### src/design/variable_window_moving_average_defines.svh
// Assertion macros for the variable-window moving average.
// Included by the top level only; needs clk_i and rst_ni in scope.
`ifndef VARIABLE_WINDOW_MOVING_AVERAGE_DEFINES_SVH
`define VARIABLE_WINDOW_MOVING_AVERAGE_DEFINES_SVH

// Same-cycle implication, sampled on clk_i, off during reset.
`define VWMA_ASSERT_IMP(lbl, ante, cons) \
  lbl: assert property (@(posedge clk_i) disable iff (!rst_ni) (ante) |-> (cons)) \
    else $error("vwma: assertion failed");

// Next-cycle implication, sampled on clk_i, off during reset.
`define VWMA_ASSERT_NXT(lbl, ante, cons) \
  lbl: assert property (@(posedge clk_i) disable iff (!rst_ni) (ante) |=> (cons)) \
    else $error("vwma: assertion failed");

`endif

### src/design/vwma_pkg.sv
// Shared constants and types for the variable-window moving average.
// No dependencies; imported by every module of the block.
package vwma_pkg;

  localparam int HISTORY_DEPTH = 20;
  localparam int SAMPLE_BITS   = 12;

  // window register
  localparam int              WIN_W     = 5;
  localparam logic [WIN_W-1:0] WIN_RESET = 5'd15;

  // derived widths
  localparam int IDX_W  = $clog2(HISTORY_DEPTH);
  localparam int CNT_W  = $clog2(HISTORY_DEPTH + 1);
  localparam int SUM_W  = SAMPLE_BITS + $clog2(HISTORY_DEPTH);
  localparam int MAG_W  = SUM_W;
  localparam int STEP_W = $clog2(MAG_W);

  typedef enum logic [2:0] {
    S_IDLE,
    S_SUM,
    S_DIV_START,
    S_DIV_WAIT,
    S_OUT
  } state_e;

  typedef struct packed {
    logic start;
    logic neg;
  } div_req_t;

endpackage

### src/design/variable_window_moving_average.sv
// Variable-window moving average: top level with sequencer and output register.
// Depends on vwma_pkg, vwma_history, vwma_divider and the defines header.
//
// Each sample request pushes a signed 12-bit sample into a 20-deep history
// (oldest entry dropped) and returns one average: the sum of the newest N
// samples divided by N, truncated toward zero. N comes from the window
// register written over the cfg port (reset 15); 0 acts as 1 and values
// above 20 act as 20. The history is zero after reset, with no clearing
// pass, so early averages include those zeros. A sample goes through the
// accumulation of N entries through the single history read port, then
// the bit-serial divider, plus the sequencing steps (divider start, done
// flag, output load). s_axis_tready is high only while the sequencer is
// idle, so the next sample is taken only once the previous one is through.
// A finished result waits in the output register, so a new sample is taken
// while the previous average is still unclaimed; only when that register
// is still full at the output load step does the sequencer hold there until
// m_axis_tready frees it.
`include "variable_window_moving_average_defines.svh"

module variable_window_moving_average
  import vwma_pkg::*;
(
  input  logic             clk_i,
  input  logic             rst_ni,
  // sample input; tdata[11:0] sample, tdata[15:12] zero
  input  logic             s_axis_tvalid,
  output logic             s_axis_tready,
  input  logic [15:0]      s_axis_tdata,
  // average output; tdata[11:0] average, tdata[15:12] zero
  output logic             m_axis_tvalid,
  input  logic             m_axis_tready,
  output logic [15:0]      m_axis_tdata,
  // window length register write
  input  logic             cfg_valid_i,
  output logic             cfg_ready_o,
  input  logic [WIN_W-1:0] cfg_data_i
);

  state_e state_q, state_d;

  logic [WIN_W-1:0]       win_q;
  logic [CNT_W-1:0]       n_q, n_d;
  logic [CNT_W-1:0]       eff_win;
  logic [IDX_W-1:0]       idx_q, idx_d;
  logic [SUM_W-1:0]       sum_q, sum_d;
  logic [SAMPLE_BITS-1:0] out_q;
  logic                   out_valid_q;

  logic                   in_accept;
  logic                   sum_last;
  logic                   out_load;
  logic [SAMPLE_BITS-1:0] hist_rd;
  logic [SUM_W-1:0]       hist_ext;
  logic                   sum_neg;
  logic [MAG_W-1:0]       sum_mag;
  div_req_t               div_req;
  logic                   div_done;
  logic [SAMPLE_BITS-1:0] div_quo;

  // Window register: always ready; the window is latched per request, so a
  // write during a request only affects later ones.
  assign cfg_ready_o = 1'b1;

  always_ff @(posedge clk_i or negedge rst_ni) begin
    if (!rst_ni) begin
      win_q <= WIN_RESET;
    end else if (cfg_valid_i) begin
      win_q <= cfg_data_i;
    end
  end

  // Clamp the window to 1..HISTORY_DEPTH.
  always_comb begin
    if (win_q == '0) begin
      eff_win = CNT_W'(1);
    end else if (int'(win_q) > HISTORY_DEPTH) begin
      eff_win = CNT_W'(HISTORY_DEPTH);
    end else begin
      eff_win = CNT_W'(win_q);
    end
  end

  assign in_accept = s_axis_tvalid && s_axis_tready;
  assign sum_last  = (CNT_W'(idx_q) == (n_q - 1'b1));

  // Next state.
  always_comb begin
    state_d = state_q;
    case (state_q)
      S_IDLE: begin
        if (s_axis_tvalid) state_d = S_SUM;
      end
      S_SUM: begin
        if (sum_last) state_d = S_DIV_START;
      end
      S_DIV_START: begin
        state_d = S_DIV_WAIT;
      end
      S_DIV_WAIT: begin
        if (div_done) state_d = S_OUT;
      end
      S_OUT: begin
        if (!out_valid_q || m_axis_tready) state_d = S_IDLE;
      end
      default: begin
        state_d = S_IDLE;
      end
    endcase
  end

  // Sequencer outputs.
  assign sum_neg = sum_q[SUM_W-1];
  assign sum_mag = sum_neg ? (~sum_q + 1'b1) : sum_q;

  always_comb begin
    s_axis_tready = 1'b0;
    div_req       = '0;
    out_load      = 1'b0;
    case (state_q)
      S_IDLE: begin
        s_axis_tready = 1'b1;
      end
      S_DIV_START: begin
        div_req.start = 1'b1;
        div_req.neg   = sum_neg;
      end
      S_OUT: begin
        out_load = !out_valid_q || m_axis_tready;
      end
      default: begin
        s_axis_tready = 1'b0;
      end
    endcase
  end

  // Accumulator: one history entry per cycle, newest first.
  assign hist_ext = {{(SUM_W-SAMPLE_BITS){hist_rd[SAMPLE_BITS-1]}}, hist_rd};

  always_comb begin
    n_d   = n_q;
    idx_d = idx_q;
    sum_d = sum_q;
    if (in_accept) begin
      n_d   = eff_win;
      idx_d = '0;
      sum_d = '0;
    end else if (state_q == S_SUM) begin
      sum_d = sum_q + hist_ext;
      idx_d = idx_q + 1'b1;
    end
  end

  always_ff @(posedge clk_i or negedge rst_ni) begin
    if (!rst_ni) begin
      state_q     <= S_IDLE;
      out_valid_q <= 1'b0;
    end else begin
      state_q <= state_d;
      if (out_load) begin
        out_valid_q <= 1'b1;
      end else if (m_axis_tready) begin
        out_valid_q <= 1'b0;
      end
    end
  end

  always_ff @(posedge clk_i) begin
    n_q   <= n_d;
    idx_q <= idx_d;
    sum_q <= sum_d;
    if (out_load) begin
      out_q <= div_quo;
    end
  end

  vwma_history u_history (
    .clk_i     (clk_i),
    .rst_ni    (rst_ni),
    .push_i    (in_accept),
    .sample_i  (s_axis_tdata[SAMPLE_BITS-1:0]),
    .rd_idx_i  (idx_q),
    .rd_data_o (hist_rd)
  );

  vwma_divider u_divider (
    .clk_i      (clk_i),
    .rst_ni     (rst_ni),
    .req_i      (div_req),
    .dividend_i (sum_mag),
    .divisor_i  (n_q),
    .done_o     (div_done),
    .quotient_o (div_quo)
  );

  assign m_axis_tvalid = out_valid_q;
  assign m_axis_tdata  = {{(16-SAMPLE_BITS){1'b0}}, out_q};

  // A request starts a fresh accumulation from the newest entry.
  `VWMA_ASSERT_NXT(a_accept_starts_sum, in_accept, (state_q == S_SUM) && (idx_q == '0) && (sum_q == '0))
  // The read index stays inside the latched window while summing.
  `VWMA_ASSERT_IMP(a_idx_in_window, state_q == S_SUM, CNT_W'(idx_q) < n_q)
  // The latched window is clamped to 1..HISTORY_DEPTH while busy.
  `VWMA_ASSERT_IMP(a_window_clamped, state_q != S_IDLE, (n_q != '0) && (int'(n_q) <= HISTORY_DEPTH))
  // The divider only finishes while the sequencer waits for it.
  `VWMA_ASSERT_IMP(a_done_when_waiting, div_done, state_q == S_DIV_WAIT)

endmodule

### src/design/vwma_history.sv
// Sample history: shift line of HISTORY_DEPTH signed samples, entry 0 newest.
// Depends on vwma_pkg.
module vwma_history
  import vwma_pkg::*;
(
  input  logic                   clk_i,
  input  logic                   rst_ni,
  input  logic                   push_i,
  input  logic [SAMPLE_BITS-1:0] sample_i,
  input  logic [IDX_W-1:0]       rd_idx_i,
  output logic [SAMPLE_BITS-1:0] rd_data_o
);

  logic [SAMPLE_BITS-1:0] hist_q [HISTORY_DEPTH];

  always_ff @(posedge clk_i or negedge rst_ni) begin
    if (!rst_ni) begin
      for (int i = 0; i < HISTORY_DEPTH; i++) begin
        hist_q[i] <= '0;
      end
    end else if (push_i) begin
      hist_q[0] <= sample_i;
      for (int i = 1; i < HISTORY_DEPTH; i++) begin
        hist_q[i] <= hist_q[i-1];
      end
    end
  end

  // index never exceeds the window, which is clamped to the depth
  assign rd_data_o = hist_q[rd_idx_i];

endmodule

### src/design/vwma_divider.sv
// Serial restoring divider: one quotient bit per cycle, magnitude in, sign out.
// Depends on vwma_pkg.
module vwma_divider
  import vwma_pkg::*;
(
  input  logic                   clk_i,
  input  logic                   rst_ni,
  input  div_req_t               req_i,
  input  logic [MAG_W-1:0]       dividend_i,
  input  logic [CNT_W-1:0]       divisor_i,
  output logic                   done_o,
  output logic [SAMPLE_BITS-1:0] quotient_o
);

  logic              busy_q, busy_d;
  logic              done_q, done_d;
  logic              neg_q, neg_d;
  logic [STEP_W-1:0] step_q, step_d;
  logic [CNT_W-1:0]  rem_q, rem_d;
  logic [MAG_W-1:0]  quo_q, quo_d;

  logic [CNT_W:0]    trial;
  logic              fits;
  logic [CNT_W:0]    diff;
  logic [SAMPLE_BITS-1:0] q_low;

  assign trial = {rem_q, quo_q[MAG_W-1]};
  assign fits  = trial >= {1'b0, divisor_i};
  assign diff  = trial - {1'b0, divisor_i};

  always_comb begin
    busy_d = busy_q;
    done_d = 1'b0;
    neg_d  = neg_q;
    step_d = step_q;
    rem_d  = rem_q;
    quo_d  = quo_q;
    if (req_i.start) begin
      busy_d = 1'b1;
      neg_d  = req_i.neg;
      step_d = STEP_W'(MAG_W - 1);
      rem_d  = '0;
      quo_d  = dividend_i;
    end else if (busy_q) begin
      rem_d = fits ? diff[CNT_W-1:0] : trial[CNT_W-1:0];
      quo_d = {quo_q[MAG_W-2:0], fits};
      if (step_q == '0) begin
        busy_d = 1'b0;
        done_d = 1'b1;
      end else begin
        step_d = step_q - 1'b1;
      end
    end
  end

  always_ff @(posedge clk_i or negedge rst_ni) begin
    if (!rst_ni) begin
      busy_q <= 1'b0;
      done_q <= 1'b0;
    end else begin
      busy_q <= busy_d;
      done_q <= done_d;
    end
  end

  always_ff @(posedge clk_i) begin
    neg_q  <= neg_d;
    step_q <= step_d;
    rem_q  <= rem_d;
    quo_q  <= quo_d;
  end

  // magnitude is at most 2^(SAMPLE_BITS-1), so the low bits carry it whole
  assign q_low      = quo_q[SAMPLE_BITS-1:0];
  assign quotient_o = neg_q ? (~q_low + 1'b1) : q_low;
  assign done_o     = done_q;

endmodule

### config.mk
export PLATFORM = sky130hd
export DESIGN_NAME = variable_window_moving_average
export DESIGN_NICKNAME = d
export VERILOG_FILES = /design/src/design/vwma_pkg.sv /design/src/design/variable_window_moving_average.sv /design/src/design/vwma_history.sv /design/src/design/vwma_divider.sv
export VERILOG_INCLUDE_DIRS = /design/src /design/src/design
export SDC_FILE = /design/constraint.sdc
export NUM_CORES = 1
export LEC_CHECK = 0
export ABC_AREA = 1
export BUFFER_PORTS_ARGS = -buffer_cell sky130_fd_sc_hd__buf_2
export CAP_MARGIN = 20
export CORE_MARGIN = 4
export CORE_UTILIZATION = 63
export DETAILED_ROUTE_END_ITERATION = 12
export GPL_ROUTABILITY_DRIVEN = 0
export PLACE_DENSITY = 0.81
export SLEW_MARGIN = 20
export SYNTH_ARGS = -nofsm -noshare
export SYNTH_HDL_FRONTEND = slang
export SYNTH_SLANG_ARGS = --single-unit
### constraint.sdc
create_clock -name clk_i -period 3.75 [get_ports clk_i]
set_input_delay 1.125 -clock clk_i [delete_from_list [all_inputs] [get_ports clk_i]]
set_output_delay 1.125 -clock clk_i [all_outputs]
set_load 0.03 [all_outputs]
# Word-level counts from Yosys, hierarchy flattened
# Cells that the tools add are included.
[classes] n_bitwise=4 mux=25 n_eq_ne=9 n_reduce_logical=11 n_addsub=7 order_cmp=3
[op_table] cell="$bmux 12 s5" count=1
[op_table] cell="$mux 17" count=3
[op_table] cell="$mux 12" count=3
[op_table] cell="$add 17x1->17 const B" count=1
[op_table] cell="$add 17x17->17" count=1
[op_table] cell="$not 17->17" count=1
[op_table] cell="$pmux 3 s5" count=1
[op_table] cell="$add 12x1->12 const B" count=1
[op_table] cell="$mux 3" count=4
[op_table] cell="$not 12->12" count=1
[op_table] cell="$logic_not 5->1" count=2
[op_table] cell="$mux 1" count=10
[op_table] cell="$mux 5" count=2
[op_table] cell="$sub 5x1->5 const B" count=2
[op_table] cell="$eq 3x2->1 const B" count=2
[op_table] cell="$ge 6x5->1" count=1
[op_table] cell="$ge 6x6->1 const B" count=1
[op_table] cell="$ne 2x2->1 const B" count=3
[op_table] cell="$not 5->6" count=1
[op_table] cell="$add 5x1->5 const B" count=1
[op_table] cell="$eq 5x5->1" count=1
[op_table] cell="$gt 5x5->1 const B" count=1
[op_table] cell="$sub 5x5->5" count=1
[op_table] cell="$reduce_and 4->1" count=1
[op_table] cell="other kinds (12)" count=13
[word_totals] in_bits=26 wordCells=93 reg_bits=318

# Longest topological paths before layout
[depth] word_depth=5 ltp_mapped=23 mapped_depth_nobuf=21

# Modules after synthesis
# A second synthesis with hierarchy kept.
[hier_totals] cells_unflattened=2241 area_unflattened_um2=16757.3
[by_module_without_submodules] mod="vwma_history" area_per_inst_um2=11524.8 cells_per_inst=1546 n_inst=1
[by_module_without_submodules] mod="variable_window_moving_average" area_per_inst_um2=3420.8 cells_per_inst=469 n_inst=1
[by_module_without_submodules] mod="vwma_divider" area_per_inst_um2=1811.7 cells_per_inst=226 n_inst=1

# Worst setup path before layout
# OpenSTA, ideal clock, no wires.
[synth_timing] kind="register to register" start="reg idx_q[0]" end="reg sum_q[12]" path_slack_ns=0.934 stages_incl_launch_ff=22 arrival_ns=2.758 cell_sequence="dfxtp_1 buf_6 inv_4 buf_4 buf_2 a21oi_1 o21ai_0 nand2_1 nand2_1 nand3_1 a22o_1 ha_1 inv_1 fa_1 o21ai_2 nand2_1 nand2_1 a21oi_1 or2_2 nand3_1 o211ai_1 inv_1"
[synth_via] elab_chain_len=5
[synth_lines] element="start, declared" line="variable_window_moving_average.sv:44" text="logic [IDX_W-1:0] idx_q, idx_d;"
[synth_lines] element="start signal, assigned" line="variable_window_moving_average.sv:169" text="idx_q <= idx_d;"
[synth_lines] element="$not 5->6 (not written as such)" line="vwma_history.sv:30" text="assign rd_data_o = hist_q[rd_idx_i];"
[synth_lines] element="$bmux 12 s5" line="vwma_history.sv:30"
[synth_lines] element="$mux 12 (not written as such) (2 in a row)" line="vwma_history.sv:30"
[synth_lines] element="$add 17x17->17" line="variable_window_moving_average.sv:148" text="sum_d = sum_q + hist_ext;"
[synth_lines] element="end signal, assigned" line="variable_window_moving_average.sv:170" text="sum_q <= sum_d;"
[synth_lines] element="end, declared" line="variable_window_moving_average.sv:45" text="logic [SUM_W-1:0] sum_q, sum_d;"
# No other way between the ends. The select of a mux whose other input is x is not followed.
# A chain may end at the register's enable or synchronous reset.

# Worst setup path after layout
[layout_timing] start="reg idx_q[0]" end="reg sum_q[16]"
# Same word-level chain as after synthesis.

==> out/qor.yml <==
outcome:
  status: "complete, no violations"
floorplan:
  die_x_um: 166
  die_area_um2: 27700
  row_count: 57
  die_y_um: 166
  initial_utilization_pct: 64.5
  ios: 45
  fp.coreArea_um2: 24500
grt:
  grt-ovfl-total: 0
  track_usage_pct: 25.0
  grt_max_degree: 156
  grt_first_pass_wirelength_um: 59800
  grt_pass1_vias: 12600
  antenna_found_initial: 0
critical_path:
  r2r-end: "sum_q[16]$_SDFFE_PP0P_"
  startpoint_type: "flop"
  r2r_cells: 19
  cp_max_fo: 43
  cp.arrival_ps: 3810
  cp.required_ps: 4150
  crit_chain: "inv_4 > buf_12 > buf_12 > o21ai_0 > nand2_1 > nand2_1 > nand3_1 > a22o_1 > ha_1 > a21oi_1 > o21ai_0 > nand2_1 > nand2_1 > a21oi_1 > nand3_2 > nand2_1 > nor2_1 > nor2_1 > nor2_1"
  max_stage_delay_ps: 590
  timing.rr.start: "idx_q[0]$_SDFFE_PP0P_"
  path_delay_family: "compound AO/OA/AOI/OAI gates"
  crit_path_start: "idx_q[0]$_SDFFE_PP0P_"
  cp-endpoint: "sum_q[16]$_SDFFE_PP0P_"
  crit_top_cell: "nand2_1"
  critPathSlowestCell: "dfxtp_4"
  path_class: "flop to flop"
  crit_buf_inv: 3
  r2r_slack_ps: 340
  path_depth: 19
  critPathCaptureType: "flop"
final_layout:
  nets: 2000
  area_growth_pct: 9.45
  drive_gt1_share_pct: 7.61
  fill_cells: 1905
  antenna_cells: 0
  multi_input_area_um2: 6440
  regArea_um2: 7980
  instances_no_fill: 2295
  postLayoutCoreUtil_pct: 70.6
timing:
  worst_slew_pin_slew_ps: 1030
  hold-worst-slack_ps: 475
  setup-tns-final_ps: 0
  max_freq_mhz: 293
  setup_viol: 0
  slew_violations: 0
  fin_crit_sh_pct: 90.9
  final_hold_viol_count: 0
  slew_headroom_pct: 30.9
  finClkSkew_ps: 10.0
  rsz0062_at_grt: "false"
  fin_crit_ps: 3410
clocking:
  clock_path_buffers: 3
  numCtsBuffers: 35
  worstSkewPairLatency_ps: 510
  htreeDepth: 2
  cts_setup_buffers: 0
  cts_root_buffer: "clkbuf_16"
  cts_resized: 0
  clock-sinks: 318
  cts_tree: "yes"
  cts_hold_buffers: 0
  clk_pin_slew_worst_paths_ps: 60
synthesis:
  synth-main-ff-cell: "dfrtp_1"
  netlist_area_um2: 15800
  ys_types: 51
  synthXorXnorAreaFrac_pct: 2.16
  yosys_warnings: 0
  syn_inst: 1963
  synthMuxAreaShare_pct: 0
  synth_compound_area_share_pct: 18.8
  ys_seq_area_share_pct: 50.4
  synth-simple-area-share_pct: 17.2
  synth_fa_ha_area_share_pct: 2.31
  synth-edff-count: 35
  ys_ff_latch: 318
  syn_area_per_cell_um2: 8.06
  synthArstFlopShare_pct: 78.9
  synth_top_family_by_area: "compound AO/OA/AOI/OAI gates"
place:
  io_buffers: 35
  dp.cells: 2233
  hpwl_um: 21700
routing:
  wl_um: 34900
  first_iter_violations: 1310
  wl_per_cell_um: 15.2
  num_vias: 13000
  routed_via_density: 5.65
  drc: 0
  antenna_left: 0
  firstDrtPassIters: 7
power_and_ir_drop:
  powerDensity_nw_per_um2: 397
  p_sw_mw: 1.42
  power_frac_comb_pct: 1.4
  seq_power_share_pct: 50.7
  power.share.switching_pct: 20.7
  max-vdd-ir-drop_mv: 0.326
  cellLeakagePower_nw: 8.16
  p_int_mw: 5.46
  clkPwrFrac_pct: 48.0
hold_path:
  hold_path_class: "flop to flop"
job:
  max_cap_viol_count: 0
-- layer usage --
metal / wire [µm] / vias to the layer above / GRT usage [%]
li1: - / 6339 / -
met1: 15500 / 6223 / 34.7
met2: 17100 / 333 / 41.3
met3: 1580 / 70 / 3.34
met4: 824 / 0 / 8.15
met5: 0 / - / 0
-- final cells by class --
type / count / area share [%]
Sequential cell: 318 / 46.1
Tap cell: 324 / 2.34
Clock buffer: 51 / 5.88
Multi-Input combinational cell: 1300 / 37.2
Inverter: 229 / 4.99
Clock inverter: 11 / 0.506
Timing Repair Buffer: 62 / 2.96
-- stage by stage --
step | power, mW | worst slack, ps | area [µm²]
6_report | 6.88 | 341 | 17300
5_1_grt | 7.10 | 63.4 | 17300
4_1_cts | 6.93 | 411 | 17300
3_5_place_dp | 3.65 | 448 | 16200
3_3_place_gp | 3.64 | 487 | 16200
2_1_floorplan | 3.57 | 934 | 15800
-- synth_stat cells, types with 3 or more instances --
cell type	number	area share [%]
dfrtp_1	247	39
nor3_1	17	0.54
a22o_1	10	0.55
xnor2_1	13	0.72
o31ai_1	4	0.19
dfxtp_1	32	4.1
clkbuf_1	50	1.2
xor2_1	26	1.4
nand2_2	6	0.24
inv_1	223	5.3
ha_1	26	2.1
buf_6	4	0.28
buf_1	8	0.19
a21oi_1	144	4.6
nor4_1	3	0.12
o21ai_0	356	11
dfstp_2	4	0.66
o211ai_1	7	0.33
nor2_1	42	1.0
o21ai_1	6	0.19
a21o_1	6	0.28
edfxtp_1	35	6.6
a31oi_1	5	0.20
nand3_1	76	2.4
nand2_1	502	12
o22ai_1	4	0.16
nor2_2	4	0.16
inv_2	5	0.12
buf_2	49	1.6
o21bai_1	12	0.57
buf_4	8	0.38
nand4_1	3	0.12
or2_2	3	0.12
-- worst register-to-register path: stages (launching register included) --
cell and delay [ps]:
dfxtp_4 590, inv_4 90, buf_12 190, buf_12 210, o21ai_0 180, nand2_1 80, nand2_1 60, nand3_1 140
a22o_1 240, ha_1 360, a21oi_1 220, o21ai_0 140, nand2_1 80, nand2_1 40, a21oi_1 300, nand3_2 120
nand2_1 70, nor2_1 40, nor2_1 80, nor2_1 50
-- layout by cell type, fill, tap and decap left out, types with 6 or more instances in the layout --
cell	count
a21o_1	6
a21oi_1	144
a22o_1	10
buf_12	10
buf_2	34
buf_4	17
clkbuf_1	10
clkbuf_16	37
clkinv_2	6
dfrtp_1	247
dfxtp_1	30
edfxtp_1	35
ha_1	26
inv_1	222
nand2_1	502
nand3_1	76
nor2_1	42
nor3_1	16
o211ai_1	7
o21ai_0	356
o21ai_1	6
o21bai_1	12
xnor2_1	13
xor2_1	26
-- worst min-delay path by stage --
stage | from | end | slack (ps) | depth (start not counted)
6_report | u_divider.step_q[0]$_SDFFE_PP0P_ | u_divider.step_q[0]$_SDFFE_PP0P_ | 470 | 2
5_1_grt | u_divider.step_q[0]$_SDFFE_PP0P_ | u_divider.step_q[0]$_SDFFE_PP0P_ | 500 | 2
4_1_cts | u_divider.step_q[0]$_SDFFE_PP0P_ | u_divider.step_q[0]$_SDFFE_PP0P_ | 480 | 2
3_5_place_dp | u_divider.step_q[0]$_SDFFE_PP0P_ | u_divider.step_q[0]$_SDFFE_PP0P_ | 470 | 2
3_3_place_gp | u_divider.step_q[0]$_SDFFE_PP0P_ | u_divider.step_q[0]$_SDFFE_PP0P_ | 460 | 2
2_1_floorplan | u_divider.step_q[0]$_SDFFE_PP0P_ | u_divider.step_q[0]$_SDFFE_PP0P_ | 440 | 2
-- power groups by stage --
stage	Sequential (mW)	Clock (mW)	Combinational, mW
2_1_floorplan	3.55	0	0.0235
3_3_place_gp	3.55	0	0.0956
3_5_place_dp	3.55	0	0.0976
4_1_cts	3.48	3.35	0.0976
5_1_grt	3.48	3.51	0.108
6_report	3.48	3.30	0.0935
-- cell families (layout without fill, tap and decap cells) --
logic type | after synthesis | count (layout)
and+or+nand+nor | 667 | 667
AOI/OAI and AO/OA | 561 | 561
buffers and inverters | 348 | 353
DFF | 318 | 318
xor gates and xnor gates | 39 | 39
adders and majority gates | 28 | 28
other | 2 | 5
-- state kept, by name, indices dropped and copies added (netlist names), 3 cells and up --
register and cells:
idx_q 5, n_q 5, out_q 12, state_q 3, sum_q 17, u_divider.quo_q 17
u_divider.rem_q 5, u_divider.step_q 5, u_history.hist_q 240, win_q 5
No activity file was read; power rests on OpenSTA's default activity.
